$ cat src/rtl/dwc_pkg.sv
// ----------------------------------------------------------------------------
// dwc_pkg
// Shared types and constants for the deque with a wrapping cursor.
// ----------------------------------------------------------------------------
package dwc_pkg;

    localparam int DEPTH_DEF      = 16;
    localparam int DATA_WIDTH_DEF = 32;

    localparam int ACTION_W   = 4;
    localparam int VALUE_W    = 32;
    localparam int COUNT_W    = 5;
    localparam int STATUS_W   = 2;
    localparam int IN_DATA_W  = 32;
    localparam int IN_USER_W  = 8;
    localparam int OUT_DATA_W = 40;

    typedef enum logic [ACTION_W-1:0] {
        ACT_PUSH_HEAD = 4'd0,
        ACT_PUSH_TAIL = 4'd1,
        ACT_POP_HEAD  = 4'd2,
        ACT_POP_TAIL  = 4'd3,
        ACT_READ      = 4'd4,
        ACT_NEXT      = 4'd5,
        ACT_PREV      = 4'd6,
        ACT_JUMP_HEAD = 4'd7,
        ACT_JUMP_TAIL = 4'd8,
        ACT_COUNT     = 4'd9
    } t_action;

    typedef enum logic [STATUS_W-1:0] {
        ST_OK    = 2'd0,
        ST_EMPTY = 2'd1,
        ST_FULL  = 2'd2
    } t_status;

    typedef struct packed {
        logic load_in;
        logic exec;
        logic load_out;
    } t_dp_cmd;

endpackage

$ cat src/rtl/dwc_ram.sv
// ----------------------------------------------------------------------------
// dwc_ram
// Generic single-write, single-read RAM with registered read data.
// ----------------------------------------------------------------------------
module dwc_ram #(
    parameter int WIDTH = 32,
    parameter int DEPTH = 16
) (
    input  logic                     i_clk,
    input  logic                     i_we,
    input  logic [$clog2(DEPTH)-1:0] i_waddr,
    input  logic [WIDTH-1:0]         i_wdata,
    input  logic [$clog2(DEPTH)-1:0] i_raddr,
    output logic [WIDTH-1:0]         o_rdata
);

    logic [WIDTH-1:0] r_mem [DEPTH];
    logic [WIDTH-1:0] r_rdata;

    always_ff @(posedge i_clk) begin
        if (i_we) begin
            r_mem[i_waddr] <= i_wdata;
        end
        r_rdata <= r_mem[i_raddr];
    end

    assign o_rdata = r_rdata;

endmodule

$ cat src/rtl/dwc_ctrl.sv
// ----------------------------------------------------------------------------
// dwc_ctrl
// Sequencer: accept a word, update pointers, read the cursor entry, load the
// result register.
// ----------------------------------------------------------------------------
module dwc_ctrl (
    input  logic              i_clk,
    input  logic              i_rst_n,
    input  logic              i_in_valid,
    output logic              o_in_ready,
    output logic              o_out_valid,
    input  logic              i_out_ready,
    output dwc_pkg::t_dp_cmd  o_cmd
);

    typedef enum logic [3:0] {
        S_IDLE = 4'b0001,
        S_EXEC = 4'b0010,
        S_READ = 4'b0100,
        S_LOAD = 4'b1000
    } t_state;

    t_state r_state, n_state;
    logic   r_out_valid, n_out_valid;
    logic   w_out_free;

    assign w_out_free = !r_out_valid || i_out_ready;

    always_comb begin
        n_state     = r_state;
        n_out_valid = r_out_valid && !i_out_ready;
        o_cmd       = '0;
        o_in_ready  = 1'b0;
        case (r_state)
            S_IDLE: begin
                o_in_ready    = 1'b1;
                o_cmd.load_in = i_in_valid;
                if (i_in_valid) begin
                    n_state = S_EXEC;
                end
            end
            S_EXEC: begin
                o_cmd.exec = 1'b1;
                n_state    = S_READ;
            end
            S_READ: begin
                n_state = S_LOAD;
            end
            S_LOAD: begin
                // hold until the result register is free
                if (w_out_free) begin
                    o_cmd.load_out = 1'b1;
                    n_out_valid    = 1'b1;
                    n_state        = S_IDLE;
                end
            end
            default: begin
                n_state = S_IDLE;
            end
        endcase
    end

    always_ff @(posedge i_clk) begin
        if (!i_rst_n) begin
            r_state     <= S_IDLE;
            r_out_valid <= 1'b0;
        end else begin
            r_state     <= n_state;
            r_out_valid <= n_out_valid;
        end
    end

    assign o_out_valid = r_out_valid;

endmodule

$ cat src/rtl/dwc_dpath.sv
// ----------------------------------------------------------------------------
// dwc_dpath
// Pointer registers, entry count, ring store and result register.
// ----------------------------------------------------------------------------
module dwc_dpath #(
    parameter int DEPTH      = dwc_pkg::DEPTH_DEF,
    parameter int DATA_WIDTH = dwc_pkg::DATA_WIDTH_DEF
) (
    input  logic                              i_clk,
    input  logic                              i_rst_n,
    input  dwc_pkg::t_dp_cmd                  i_cmd,
    input  logic [dwc_pkg::ACTION_W-1:0]      i_action,
    input  logic signed [dwc_pkg::VALUE_W-1:0] i_value,
    output logic signed [dwc_pkg::VALUE_W-1:0] o_cursor_value,
    output logic [dwc_pkg::COUNT_W-1:0]       o_count,
    output logic [dwc_pkg::STATUS_W-1:0]      o_status
);

    localparam int AW = $clog2(DEPTH);
    localparam int CW = $clog2(DEPTH + 1);
    localparam logic [AW-1:0] LAST_SLOT = AW'(DEPTH - 1);
    localparam logic [CW-1:0] FULL_CNT  = CW'(DEPTH);
    localparam logic [CW-1:0] ONE_CNT   = CW'(1);

    logic [dwc_pkg::ACTION_W-1:0] r_action;
    logic [dwc_pkg::VALUE_W-1:0]  r_value;
    logic [AW-1:0]                r_head, n_head;
    logic [AW-1:0]                r_tail, n_tail;
    logic [AW-1:0]                r_cursor, n_cursor;
    logic [CW-1:0]                r_count, n_count;
    dwc_pkg::t_status             r_status, n_status;

    logic                         w_we;
    logic [AW-1:0]                w_waddr;
    logic [DATA_WIDTH-1:0]        w_wdata;
    logic [DATA_WIDTH-1:0]        w_rdata;
    logic [dwc_pkg::VALUE_W-1:0]  w_rd_word;
    logic [dwc_pkg::COUNT_W-1:0]  w_count_out;
    logic                         w_empty;
    logic                         w_full;

    logic [dwc_pkg::VALUE_W-1:0]  r_out_value;
    logic [dwc_pkg::COUNT_W-1:0]  r_out_count;
    logic [dwc_pkg::STATUS_W-1:0] r_out_status;

    function automatic logic [AW-1:0] slot_up(input logic [AW-1:0] s);
        return (s == LAST_SLOT) ? '0 : s + AW'(1);
    endfunction

    function automatic logic [AW-1:0] slot_down(input logic [AW-1:0] s);
        return (s == '0) ? LAST_SLOT : s - AW'(1);
    endfunction

    generate
        if (DATA_WIDTH <= dwc_pkg::VALUE_W) begin : g_narrow
            assign w_wdata = r_value[DATA_WIDTH-1:0];
            assign w_rd_word = dwc_pkg::VALUE_W'(w_rdata);
        end else begin : g_wide
            assign w_wdata = {{(DATA_WIDTH - dwc_pkg::VALUE_W){r_value[dwc_pkg::VALUE_W-1]}},
                              r_value};
            assign w_rd_word = w_rdata[dwc_pkg::VALUE_W-1:0];
        end
        if (CW >= dwc_pkg::COUNT_W) begin : g_cnt_trunc
            assign w_count_out = r_count[dwc_pkg::COUNT_W-1:0];
        end else begin : g_cnt_ext
            assign w_count_out = dwc_pkg::COUNT_W'(r_count);
        end
    endgenerate

    assign w_empty = (r_count == '0);
    assign w_full  = (r_count == FULL_CNT);

    always_comb begin
        n_head   = r_head;
        n_tail   = r_tail;
        n_cursor = r_cursor;
        n_count  = r_count;
        n_status = dwc_pkg::ST_OK;
        w_we     = 1'b0;
        w_waddr  = r_head;
        case (dwc_pkg::t_action'(r_action))
            dwc_pkg::ACT_PUSH_HEAD, dwc_pkg::ACT_PUSH_TAIL: begin
                if (w_full) begin
                    n_status = dwc_pkg::ST_FULL;
                end else if (w_empty) begin
                    w_we     = 1'b1;
                    n_tail   = r_head;
                    n_cursor = r_head;
                    n_count  = ONE_CNT;
                end else if (r_action == dwc_pkg::ACT_PUSH_HEAD) begin
                    w_we    = 1'b1;
                    n_head  = slot_down(r_head);
                    w_waddr = n_head;
                    n_count = r_count + ONE_CNT;
                end else begin
                    w_we    = 1'b1;
                    n_tail  = slot_up(r_tail);
                    w_waddr = n_tail;
                    n_count = r_count + ONE_CNT;
                end
            end
            dwc_pkg::ACT_POP_HEAD, dwc_pkg::ACT_POP_TAIL: begin
                if (w_empty) begin
                    n_status = dwc_pkg::ST_EMPTY;
                end else if (r_count == ONE_CNT) begin
                    n_count  = '0;
                    n_tail   = r_head;
                    n_cursor = r_head;
                end else if (r_action == dwc_pkg::ACT_POP_HEAD) begin
                    n_head  = slot_up(r_head);
                    n_count = r_count - ONE_CNT;
                    if (r_cursor == r_head) begin
                        n_cursor = n_head;
                    end
                end else begin
                    n_tail  = slot_down(r_tail);
                    n_count = r_count - ONE_CNT;
                    if (r_cursor == r_tail) begin
                        n_cursor = n_tail;
                    end
                end
            end
            dwc_pkg::ACT_READ: begin
                if (w_empty) begin
                    n_status = dwc_pkg::ST_EMPTY;
                end
            end
            dwc_pkg::ACT_NEXT: begin
                if (w_empty) begin
                    n_status = dwc_pkg::ST_EMPTY;
                end else begin
                    n_cursor = (r_cursor == r_tail) ? r_head : slot_up(r_cursor);
                end
            end
            dwc_pkg::ACT_PREV: begin
                if (w_empty) begin
                    n_status = dwc_pkg::ST_EMPTY;
                end else begin
                    n_cursor = (r_cursor == r_head) ? r_tail : slot_down(r_cursor);
                end
            end
            dwc_pkg::ACT_JUMP_HEAD: begin
                if (w_empty) begin
                    n_status = dwc_pkg::ST_EMPTY;
                end else begin
                    n_cursor = r_head;
                end
            end
            dwc_pkg::ACT_JUMP_TAIL: begin
                if (w_empty) begin
                    n_status = dwc_pkg::ST_EMPTY;
                end else begin
                    n_cursor = r_tail;
                end
            end
            default: begin
            end
        endcase
    end

    dwc_ram #(
        .WIDTH (DATA_WIDTH),
        .DEPTH (DEPTH)
    ) u_ram (
        .i_clk   (i_clk),
        .i_we    (w_we && i_cmd.exec),
        .i_waddr (w_waddr),
        .i_wdata (w_wdata),
        .i_raddr (r_cursor),
        .o_rdata (w_rdata)
    );

    always_ff @(posedge i_clk) begin
        if (!i_rst_n) begin
            r_head   <= '0;
            r_tail   <= '0;
            r_cursor <= '0;
            r_count  <= '0;
        end else if (i_cmd.exec) begin
            r_head   <= n_head;
            r_tail   <= n_tail;
            r_cursor <= n_cursor;
            r_count  <= n_count;
        end
    end

    always_ff @(posedge i_clk) begin
        if (i_cmd.load_in) begin
            r_action <= i_action;
            r_value  <= i_value;
        end
        if (i_cmd.exec) begin
            r_status <= n_status;
        end
        if (i_cmd.load_out) begin
            r_out_value  <= w_empty ? '0 : w_rd_word;
            r_out_count  <= w_count_out;
            r_out_status <= r_status;
        end
    end

    assign o_cursor_value = r_out_value;
    assign o_count        = r_out_count;
    assign o_status       = r_out_status;

endmodule

$ cat src/rtl/deque_with_wrapping_cursor.sv
// ----------------------------------------------------------------------------
// deque_with_wrapping_cursor
// Double-ended queue of signed words in a ring store, with a wrapping cursor.
// ----------------------------------------------------------------------------
//  port group  | dir | contents
//  s_axis      | in  | tuser: action; tdata: value
//  m_axis      | out | tdata: cursor_value, count, status
//
//  An item goes from accept to result through pointer update and store
//  write, then the store's registered read of the cursor entry, then the
//  result register load. The next item is accepted only after the result
//  register has been loaded for the one before it.
//  Reset clears pointers, count and result valid; store contents stay unknown.
//  A result waiting on m_axis does not block the next accept; a second result
//  holds in the sequencer until the first is taken.
// ----------------------------------------------------------------------------
module deque_with_wrapping_cursor #(
    parameter int DEPTH      = dwc_pkg::DEPTH_DEF,
    parameter int DATA_WIDTH = dwc_pkg::DATA_WIDTH_DEF
) (
    input  logic                             i_clk,
    input  logic                             i_rst_n,
    input  logic                             s_axis_tvalid,
    output logic                             s_axis_tready,
    // [31:0] value
    input  logic [dwc_pkg::IN_DATA_W-1:0]    s_axis_tdata,
    // [3:0] action, [7:4] zero
    input  logic [dwc_pkg::IN_USER_W-1:0]    s_axis_tuser,
    output logic                             m_axis_tvalid,
    input  logic                             m_axis_tready,
    // [31:0] cursor_value, [36:32] count, [38:37] status, [39] zero
    output logic [dwc_pkg::OUT_DATA_W-1:0]   m_axis_tdata
);

    dwc_pkg::t_dp_cmd                   w_cmd;
    logic signed [dwc_pkg::VALUE_W-1:0] w_cursor_value;
    logic [dwc_pkg::COUNT_W-1:0]        w_count;
    logic [dwc_pkg::STATUS_W-1:0]       w_status;

    dwc_ctrl u_ctrl (
        .i_clk       (i_clk),
        .i_rst_n     (i_rst_n),
        .i_in_valid  (s_axis_tvalid),
        .o_in_ready  (s_axis_tready),
        .o_out_valid (m_axis_tvalid),
        .i_out_ready (m_axis_tready),
        .o_cmd       (w_cmd)
    );

    dwc_dpath #(
        .DEPTH      (DEPTH),
        .DATA_WIDTH (DATA_WIDTH)
    ) u_dpath (
        .i_clk          (i_clk),
        .i_rst_n        (i_rst_n),
        .i_cmd          (w_cmd),
        .i_action       (s_axis_tuser[dwc_pkg::ACTION_W-1:0]),
        .i_value        (s_axis_tdata[dwc_pkg::VALUE_W-1:0]),
        .o_cursor_value (w_cursor_value),
        .o_count        (w_count),
        .o_status       (w_status)
    );

    assign m_axis_tdata = {1'b0, w_status, w_count, w_cursor_value};

endmodule

$ cat config.mk
export PLATFORM = sky130hd
export DESIGN_NAME = deque_with_wrapping_cursor
export DESIGN_NICKNAME = d
export VERILOG_FILES = /design/src/rtl/dwc_pkg.sv /design/src/rtl/dwc_ram.sv /design/src/rtl/dwc_ctrl.sv /design/src/rtl/dwc_dpath.sv /design/src/rtl/deque_with_wrapping_cursor.sv
export SDC_FILE = /design/constraint.sdc
export NUM_CORES = 1
export LEC_CHECK = 0
export BUFFER_PORTS_ARGS = -buffer_cell sky130_fd_sc_hd__buf_4
export CELL_PAD_IN_SITES_DETAIL_PLACEMENT = 0
export CELL_PAD_IN_SITES_GLOBAL_PLACEMENT = 1
export CORE_MARGIN = 5
export CORE_UTILIZATION = 50
export CTS_BUF_LIST = sky130_fd_sc_hd__clkbuf_4
export DETAILED_ROUTE_END_ITERATION = 10
export PLACE_DENSITY = 0.76
export SLEW_MARGIN = 20
export SYNTH_ARGS = -nofsm -noshare
export SYNTH_HDL_FRONTEND = slang
export SYNTH_SLANG_ARGS = --single-unit
$ cat constraint.sdc
create_clock -name i_clk -period 8.6 [get_ports i_clk]
set_clock_uncertainty 0.2 [all_clocks]
set_input_delay 0.86 -clock i_clk [delete_from_list [all_inputs] [get_ports i_clk]]
set_output_delay 0.86 -clock i_clk [all_outputs]
set_load 0.02 [all_outputs]
# Word-level counts from Yosys, hierarchy flattened
# Memories as Yosys holds them, arrays and structs flattened. A register that Yosys moved wholly into a read port is not among the register bits.
# Index checks and enable logic that the tools add are counted.
[classes]
n_addsub = 8
eq_ne = 36
mux = 60
reduce_logical = 20
[op_table]
columns = ["op", "count"]
rows = [
  ["4-bit two-way mux", 37],
  ["4-bit case mux with 6 select lines", 1],
  ["4-bit by 3-bit equality test with 1-bit output, second input constant", 5],
  ["4-bit equality test, second input constant", 5],
  ["5-bit two-way mux", 4],
  ["2-bit != test, second input constant", 9],
  ["4-bit logical NOT", 4],
  ["4-bit case mux with 2 select lines", 2],
  ["4-bit case mux with 4 select lines", 1],
  ["4-bit by 1-bit adder with 4-bit output, second input constant", 3],
  ["4-bit by 2-bit equality test with 1-bit output, second input constant", 3],
  ["1-bit two-way mux", 12],
  ["4-bit by 1-bit subtractor with 4-bit output, second input constant", 3],
  ["11-bit AND reduction", 1],
  ["5-bit case mux with 2 select lines", 1],
  ["4-bit by 1-bit equality test with 1-bit output, second input constant", 2],
  ["4-bit equality test", 2],
  ["2-bit by 1-bit != test with 1-bit output, second input constant", 4],
  ["8-bit AND reduction", 1],
  ["7-bit OR reduction", 1],
  ["3-bit by 2-bit != test with 1-bit output, second input constant", 2],
  ["6-bit AND reduction", 1],
  ["6-bit nonzero test", 1],
  ["5-bit by 1-bit adder with 5-bit output, second input constant", 1],
  ["other kinds (15)", 18],
]
[word_totals]
reg_bits = 99
ramBits = 512
inputBits = 44
output_inout_bits = 42
n_memories = 1
[mem_list]
columns = ["name", "depth", "width", "rd", "rd_ports_with_merged_regs", "wr", "line_no", "rtl"]
rows = [
  ["u_dpath.u_ram.r_mem", 16, 32, 1, 1, 1, "dwc_ram.sv:17", "logic [WIDTH-1:0] r_mem [DEPTH];"],
]

# Depth between registers and ports, before layout
# Gate-level depths: netlist of the first run.
[logic_depth]
depth_word = 7
ltp_mapped = 11
ltp_nobuf = 8

# Modules after synthesis
# From an unflattened synthesis of the first run, not the netlist that was laid out.
[unflattened]
cells_unflattened = 1273
hier_area_um2 = 24717.5
[by_module_without_submodules]
columns = ["module", "instances", "cells_each", "area_each_um2", "seq_area_each_um2"]
rows = [
  ["dwc_ram", 1, 838, 19835.3, 16015.4],
  ["dwc_dpath", 1, 411, 4638.2, 2652.5],
  ["dwc_ctrl", 1, 22, 232.7, 100.1],
  ["deque_with_wrapping_cursor", 1, 2, 11.3, 0.0],
]

# Worst setup path after synthesis of the first run
# OpenSTA, ideal clock, no wires.
[synth_timing]
kind = "input -> register"
start = "input port m_axis_tready"
end = "register u_dpath.r_out_count, in the netlist u_dpath.o_count[0] (enable)"
arrival_ps = 4648
required_ps = 7867
path_slack_ps = 3220
stages = 2
cell_sequence = "nor2b_1 -> nor4_1"
[synth_rtl]
columns = ["element", "line_no", "rtl"]
rows = [
  ["start, declared", "deque_with_wrapping_cursor.sv:30", "input logic m_axis_tready,"],
  ["end signal, assigned", "dwc_dpath.sv:197", "r_out_count <= w_count_out;"],
  ["end, declared", "dwc_dpath.sv:43", "logic [dwc_pkg::COUNT_W-1:0] r_out_count;"],
]

# Final worst setup path of the first run
[layout_timing]
start = "register u_dpath.r_head[1]"
end = "memory u_dpath.u_ram.r_mem[1][7] (enable)"
[layout_between]
elab_chain_len = 6
[layout_rtl]
columns = ["element", "line_no", "rtl"]
rows = [
  ["start, declared", "dwc_dpath.sv:27", "logic [AW-1:0] r_head, n_head;"],
  ["start signal, assigned", "dwc_dpath.sv:180", "r_head <= n_head;"],
  ["4-bit by 1-bit subtractor with 4-bit output or 4-bit logical NOT (tied branches)", "dwc_dpath.sv:51", "return (s == '0) ? LAST_SLOT : s - AW'(1);"],
  ["4-bit two-way mux", "dwc_dpath.sv:51", ""],
  ["4-bit two-way mux", "dwc_dpath.sv:90", "end else if (r_action == dwc_pkg::ACT_PUSH_HEAD) begin"],
  ["4-bit two-way mux", "dwc_dpath.sv:85", "end else if (w_empty) begin"],
  ["4-bit two-way mux", "dwc_dpath.sv:83", "if (w_full) begin"],
  ["4-bit two-way mux (*)", "dwc_dpath.sv:81", "case (dwc_pkg::t_action'(r_action))"],
  ["end, declared", "dwc_ram.sv:17", ""],
]
# Mark *: on every way between the ends. The rest lies on a longest branch, timed or not.

==> out/metrics.yaml, run 1 <==
status: "finished clean"
synth_edf_count: 589
ff2ff_path_depth: 9
first_pass_iters: 5
ios: 86
drt_wl_total_mm: 51.25
antenna_found_initial: 2
postLayoutCellArea_um2: 28650
initial_utilization: 0.5054
wl_per_cell_um: 23.07
worstPathArrival_ps: 4310
worst-path-buf-inv: 2
synth_cells: 1196
p_leak_nw: 9.380
viasPerCell: 5.577
yosys_warnings: 0
cp.depth: 9
dp_hpwl_mm: 26.27
min_path_type: "reg -> reg"
area_growth_pct: 16.07
finalHoldViolCount: 0
setup_viol: 0
cp_slowest_cell: "nor2_4"
cts_tree: "yes"
slowest_delay_ps: 670
min_period_ps: 3929
grt_use_total: 0.1954
yosys.cell_types.count: 66
post-route-period-util: 0.4568
remaining_drc_errors: 0
clk_pin_slew_ps: 80
internal_power_mw: 4.821
fill_cells: 3653
clkSinkCount: 643
yosysSeqAreaShare: 0.7603
final_common_cell: "edfxtp_1"
htreeDepth: 4
cts_resized: 0
r2r_end: "u_dpath.u_ram.r_mem[1][7]$_DFFE_PP_"
p_sw_mw: 1.297
final_nets: 1487
start_kind: "flip-flop"
synthArstFlopShare: 0
max_cap_viol_count: 0
clk_latency_ps: 990
p_clk_frac: 0.411
hold_slack_ps: 243.0
layout_common_cells: "589 x edfxtp_1, 230 x clkbuf_4, 160 x mux4_2, 108 x buf_4, 51 x dfxtp_1"
die_h_um: 232.2
cts_buffer_depth: 3
hold_start: "u_dpath.r_status[0]$_DFFE_PN_"
place_congestion: 0.8153
critPathKind: "reg -> reg"
tightest_slew_ps: 925.7
grt_pass1_vias: 13180
slew_headroom: 0.3829
setup_tns_ps: 0
avgSynthCellArea_um2: 20.64
num_rows: 81
path_max_fanout: 17
root_buffer: "clkbuf_4"
drive_above_1_share: 0.3550
die_w_um: 232.2
timing.rr.start: "u_dpath.r_head[1]$_SDFFE_PN0P_"
ys_ff_latch: 643
crit_path_start: "u_dpath.r_head[1]$_SDFFE_PN0P_"
ys.flop_type: "edfxtp_1"
drv_slew: 0
sequentialPowerShare: 0.573
cts_hold_buf: 40
end_kind: "flip-flop"
die-area_um2: 53920
place_area_um2: 26180
r2r_slack_ps: 4670
fmax_mhz: 254.5
cts_buffers: 156
core_area_um2: 48850
port_buffers: 80
drt_iter0_markers: 966
crit_chain: "inv_1, ha_1, o21bai_1, a31oi_1, or3_1, o311a_1, nand2b_1, nor2_4, buf_4"
power_density_nw_per_um2: 213.5
peakVddDrop_mv: 0.1306
critPathTopFamily: "simple AND/OR/NAND/NOR gates"
pwr-share-comb: 0.016
vias: 12390
cp.required_ps: 8990
grt.overflow.total: 0
cts_setup_buffers: 0
syn-num-nets: 1250
syn_area_um2: 24690
grt_pass1_wl_mm: 77.89
endpoint: "u_dpath.u_ram.r_mem[1][7]$_DFFE_PP_"
drtAntennaViolNets: 0
grt_max_degree: 78
rsz0062_at_grt: "false"
swShare: 0.2120
-- stage by stage --
step	worst slack, ps	utilization	power [mW]	std cells
final	4671	0.5865	6.118	2221
after global routing	4447	0.5865	6.375	2221
after CTS	4627	0.5859	6.197	2218
after detailed placement	4672	0.5359	3.658	1898
after global placement	4700	0.5359	3.650	1898
after floorplan	3220	-	3.600	1196
-- Yosys cell counts, types with 6 or more instances --
master | n | area [um^2]
nand2_1 | 21 | 78.83
a31oi_1 | 6 | 37.54
o21ai_0 | 19 | 95.09
a21oi_1 | 19 | 95.09
buf_2 | 6 | 30.03
nand3_1 | 10 | 50.05
nor2_1 | 53 | 198.9
nand2b_1 | 9 | 56.30
a211oi_1 | 8 | 60.06
mux4_2 | 160 | 3603
nor3_1 | 8 | 40.04
mux2i_1 | 11 | 110.1
dfxtp_1 | 54 | 1081
xor2_1 | 12 | 105.1
edfxtp_1 | 589 | 17690
and2_1 | 35 | 219.0
clkbuf_1 | 46 | 172.7
ha_1 | 10 | 125.1
inv_1 | 14 | 52.55
or3_1 | 6 | 37.54
buf_1 | 15 | 56.30
-- kinds of logic (layout without fill, tap and decap cells) --
group | Yosys count | in the layout | synth area share
flip-flops | 643 | 643 | 0.7603
multiplexers | 172 | 172 | 0.1509
AND/OR/NAND/NOR | 168 | 168 | 0.03599
AO/OA/AOI/OAI | 100 | 100 | 0.02778
buffers and inverters | 86 | 445 | 0.01419
XOR/XNOR | 16 | 16 | 0.005676
adder cells (fa/ha/maj) | 10 | 10 | 0.005068
other | 1 | 3 | 0.0001519
-- flip-flops by register name (all words and copies together), names as in the netlist, 5 cells and up --
name / cells
u_dpath.u_ram.o_rdata: 32
u_dpath.r_value: 32
u_dpath.u_ram.r_mem: 512
u_dpath.o_cursor_value: 32
u_dpath.r_count: 5
u_dpath.o_count: 5
-- routing by layer --
metal	vias to the layer above	wire [um]	share of wire	GRT usage
met3	65	2882	0.056	0.04903
met2	411	25660	0.50	0.3127
met1	6419	21850	0.43	0.2664
met4	0	848	0.017	0.06739
li1	5491	-	-	-
met5	-	0	0	0
-- area by class of cell --
cell class | instances | area (um^2) | share of cell area
antenna | 2 | 5.005 | 0.0001747
clock buffer | 230 | 1727 | 0.06026
clock inverter | 50 | 314.1 | 0.01096
inverter | 16 | 65.06 | 0.002271
multi-input combinational | 467 | 5695 | 0.1988
sequential | 643 | 18780 | 0.6553
tap | 664 | 830.8 | 0.02900
timing repair buffer | 149 | 1239 | 0.04323
-- worst min-delay path by stage --
stage,depth (start not counted),end,slack (ps)
floorplan,0,u_dpath.o_status[0]$_DFFE_PP_,200
global placement,0,u_dpath.o_status[1]$_DFFE_PP_,220
detailed placement,0,u_dpath.o_status[0]$_DFFE_PP_,210
CTS,0,u_dpath.o_status[0]$_DFFE_PP_,220
global route,0,u_dpath.o_status[0]$_DFFE_PP_,250
finish,0,u_dpath.o_status[0]$_DFFE_PP_,240
-- power by group through the flow --
stage | sequential (mW) | clock (mW) | combinational, mW
floorplan | 3.54 | 0 | 0.0560
global placement | 3.56 | 0 | 0.0849
detailed placement | 3.57 | 0 | 0.0863
CTS | 3.50 | 2.59 | 0.101
global route | 3.51 | 2.76 | 0.109
finish | 3.50 | 2.51 | 0.101
-- worst reg2reg max path: cells and delay by family, from the launching register on --
kind,cells,cell delay (ps)
and+or+nand+nor,3,1090
AOI/OAI and AO/OA,3,710
buffers and inverters,2,680
DFF,1,600
adders and majority gates,1,290
Power figures use the tool's default switching activity.
==> inputs of run 2 (changes only) <==
==> constraint.sdc (replaced) <==
create_clock -name i_clk -period 4 [get_ports i_clk]
set_clock_uncertainty 0.2 [all_clocks]
set_input_delay 0.4 -clock i_clk [delete_from_list [all_inputs] [get_ports i_clk]]
set_output_delay 0.4 -clock i_clk [all_outputs]
set_load 0.02 [all_outputs]
==> out/metrics.yaml, run 2 (synthesis gave the netlist of run 1 again) <==
status: "finished clean"  # unchanged
max_cap_viol_count: 0  # unchanged
rsz0062_at_grt: "false"  # unchanged
finalHoldViolCount: 0  # unchanged
first_pass_iters: 5  # unchanged
area_growth_pct: 19.55  # was 16.07%
critPathKind: "reg -> reg"  # unchanged
post-route-period-util: 0.8937  # was 0.4568
power_density_nw_per_um2: 456.7  # was 213.5 nW/um^2
crit_chain: "nor3_1, nand2_1, or3_1, o311a_1, or2_2, nor2_4, buf_12"  # was inv_1, ha_1, o21bai_1, a31oi_1, or3_1, o311a_1, nand2b_1, nor2_4, buf_4
viasPerCell: 5.482  # was 5.577
fmax_mhz: 279.7  # was 254.5 MHz
peakVddDrop_mv: 0.3022  # was 0.1306 mV
path_max_fanout: 15  # was 17
die_h_um: 232.2  # unchanged
root_buffer: "clkbuf_4"  # unchanged
min_path_type: "in -> reg"  # was reg -> reg
grt_pass1_vias: 13320  # was 13,180
slowest_delay_ps: 580  # was 670 ps
largest_reg_flops: 512  # unchanged
grt_use_total: 0.1961  # was 0.1954
tightest_slew_ps: 808.9  # was 925.7 ps
p_leak_nw: 9.780  # was 9.380 nW
cts_buffer_depth: 3  # unchanged
setup_viol: 0  # unchanged
num_rows: 81  # unchanged
cts_tree: "yes"  # unchanged
slew_headroom: 0.4607  # was 0.3829
timing.rr.start: "u_dpath.r_action[1]$_DFFE_PP_"  # was u_dpath.r_head[1]$_SDFFE_PN0P_
drt_wl_total_mm: 51.18  # was 51.25 mm
cp_slowest_cell: "edfxtp_1"  # was nor2_4
regMostFlops: "u_dpath.u_ram.r_mem"  # unchanged
layout_common_cells: "589 x edfxtp_1, 251 x clkbuf_4, 160 x mux4_2, 114 x buf_4, 77 x dlygate4sd3_1"  # was 589 x edfxtp_1, 230 x clkbuf_4, 160 x mux4_2, 108 x buf_4, 51 x dfxtp_1
grt.overflow.total: 0  # unchanged
grt_pass1_wl_mm: 78.60  # was 77.89 mm
final_common_cell: "edfxtp_1"  # unchanged
port_buffers: 80  # unchanged
drive_above_1_share: 0.3625  # was 0.3550
remaining_drc_errors: 0  # unchanged
worstPathArrival_ps: 4020  # was 4310 ps
dp_hpwl_mm: 28.66  # was 26.27 mm
initial_utilization: 0.5054  # unchanged
min_period_ps: 3575  # was 3929 ps
hold_start: "m_axis_tready"  # was u_dpath.r_status[0]$_DFFE_PN_
crit_path_start: "u_dpath.r_action[1]$_DFFE_PP_"  # was u_dpath.r_head[1]$_SDFFE_PN0P_
final_nets: 1552  # was 1,487
setup_ws_ps: 425.1  # was 4671 ps
htreeDepth: 4  # unchanged
grt_max_degree: 76  # was 78
wl_per_cell_um: 22.24  # was 23.07 um
setup_tns_ps: 0  # unchanged
end_kind: "flip-flop"  # unchanged
drt_iter0_markers: 898  # was 966
cts_buffers: 164  # was 156
drv_slew: 0  # unchanged
vias: 12620  # was 12,390
antenna_found_initial: 2  # unchanged
finalPower_mw: 13.48  # was 6.118 mW
core_area_um2: 48850  # unchanged
start_kind: "flip-flop"  # unchanged
clk_pin_slew_ps: 70  # was 80 ps
die_w_um: 232.2  # unchanged
drtAntennaViolNets: 0  # unchanged
clk_latency_ps: 980  # was 990 ps
cts_setup_buffers: 0  # unchanged
worst-path-buf-inv: 1  # was 2
place_congestion: 0.8052  # was 0.8153
cp.required_ps: 4440  # was 8990 ps
dp_slack_ps: 523.5  # was 4672 ps
clkSinkCount: 643  # unchanged
ios: 86  # unchanged
critPathTopFamily: "simple AND/OR/NAND/NOR gates"  # unchanged
die-area_um2: 53920  # unchanged
run 2: path summary, 6_finish.rpt:
| kind | endpoint | slack (ps) | cells after the start |
|---|---|---|---|
| worst max-delay path | u_dpath.u_ram.r_mem[10][14]$_DFFE_PP_ | 430 | 7 |
| worst min-delay path | u_ctrl.o_out_valid$_SDFF_PN0_ | 110 | 5 |
| worst max register to register | u_dpath.u_ram.r_mem[10][14]$_DFFE_PP_ | 430 | 7 |
| worst min register to register | u_dpath.o_status[1]$_DFFE_PP_ | 250 | 0 |
run 2: cell type report:
type                       count  area (um^2)
antenna                        4        10.01
clock buffer                 251         1884
clock inverter                50        315.3
fill                        3595        19340
inverter                      16        65.06
multi-input combinational    467         5704
sequential                   643        18780
tap                          664        830.8
timing repair buffer         206         1927
run 2: worst reg2reg max path: cells and delay by family, from the launching register on:
kind	cells	cell delay, ps
compound gates	1	190
buf+inv	1	240
simple gates	5	2040
flops	1	580
run 2: metrics by stage:
step	hold WS [ps]	instance area, um^2	std cells	utilization
2_1_floorplan	200.3	24690	1196	-
4_1_cts	10.68	29500	2297	0.6040
3_3_place_gp	219.0	26530	1919	0.5432
5_1_grt	73.15	29510	2301	0.6042
3_5_place_dp	234.3	26530	1919	0.5432
6_report	109.5	29510	2301	0.6042
run 2: repair_timing:
item	4_1_cts	5_1_grt
endpoints found under the hold margin	76	0
hold buffers	77	0
gates resized for setup	0	0
run 2: report_power, final:
part | switching, mW | internal (mW) | leakage, nW
clock network | 2.61 | 3.08 | 1.30
registers | 0.121 | 7.41 | 5.75
logic | 0.122 | 0.131 | 2.72
run 2: per-layer routing:
metal | part of all wire | global-route usage | routed length, um | vias up
met3 | 0.053 | 0.05087 | 2709 | 50
li1 | - | - | - | 5648
met4 | 0.014 | 0.06019 | 708 | 0
met1 | 0.43 | 0.2625 | 21810 | 6537
met5 | 0 | 0 | 0 | -
met2 | 0.51 | 0.3215 | 25950 | 380
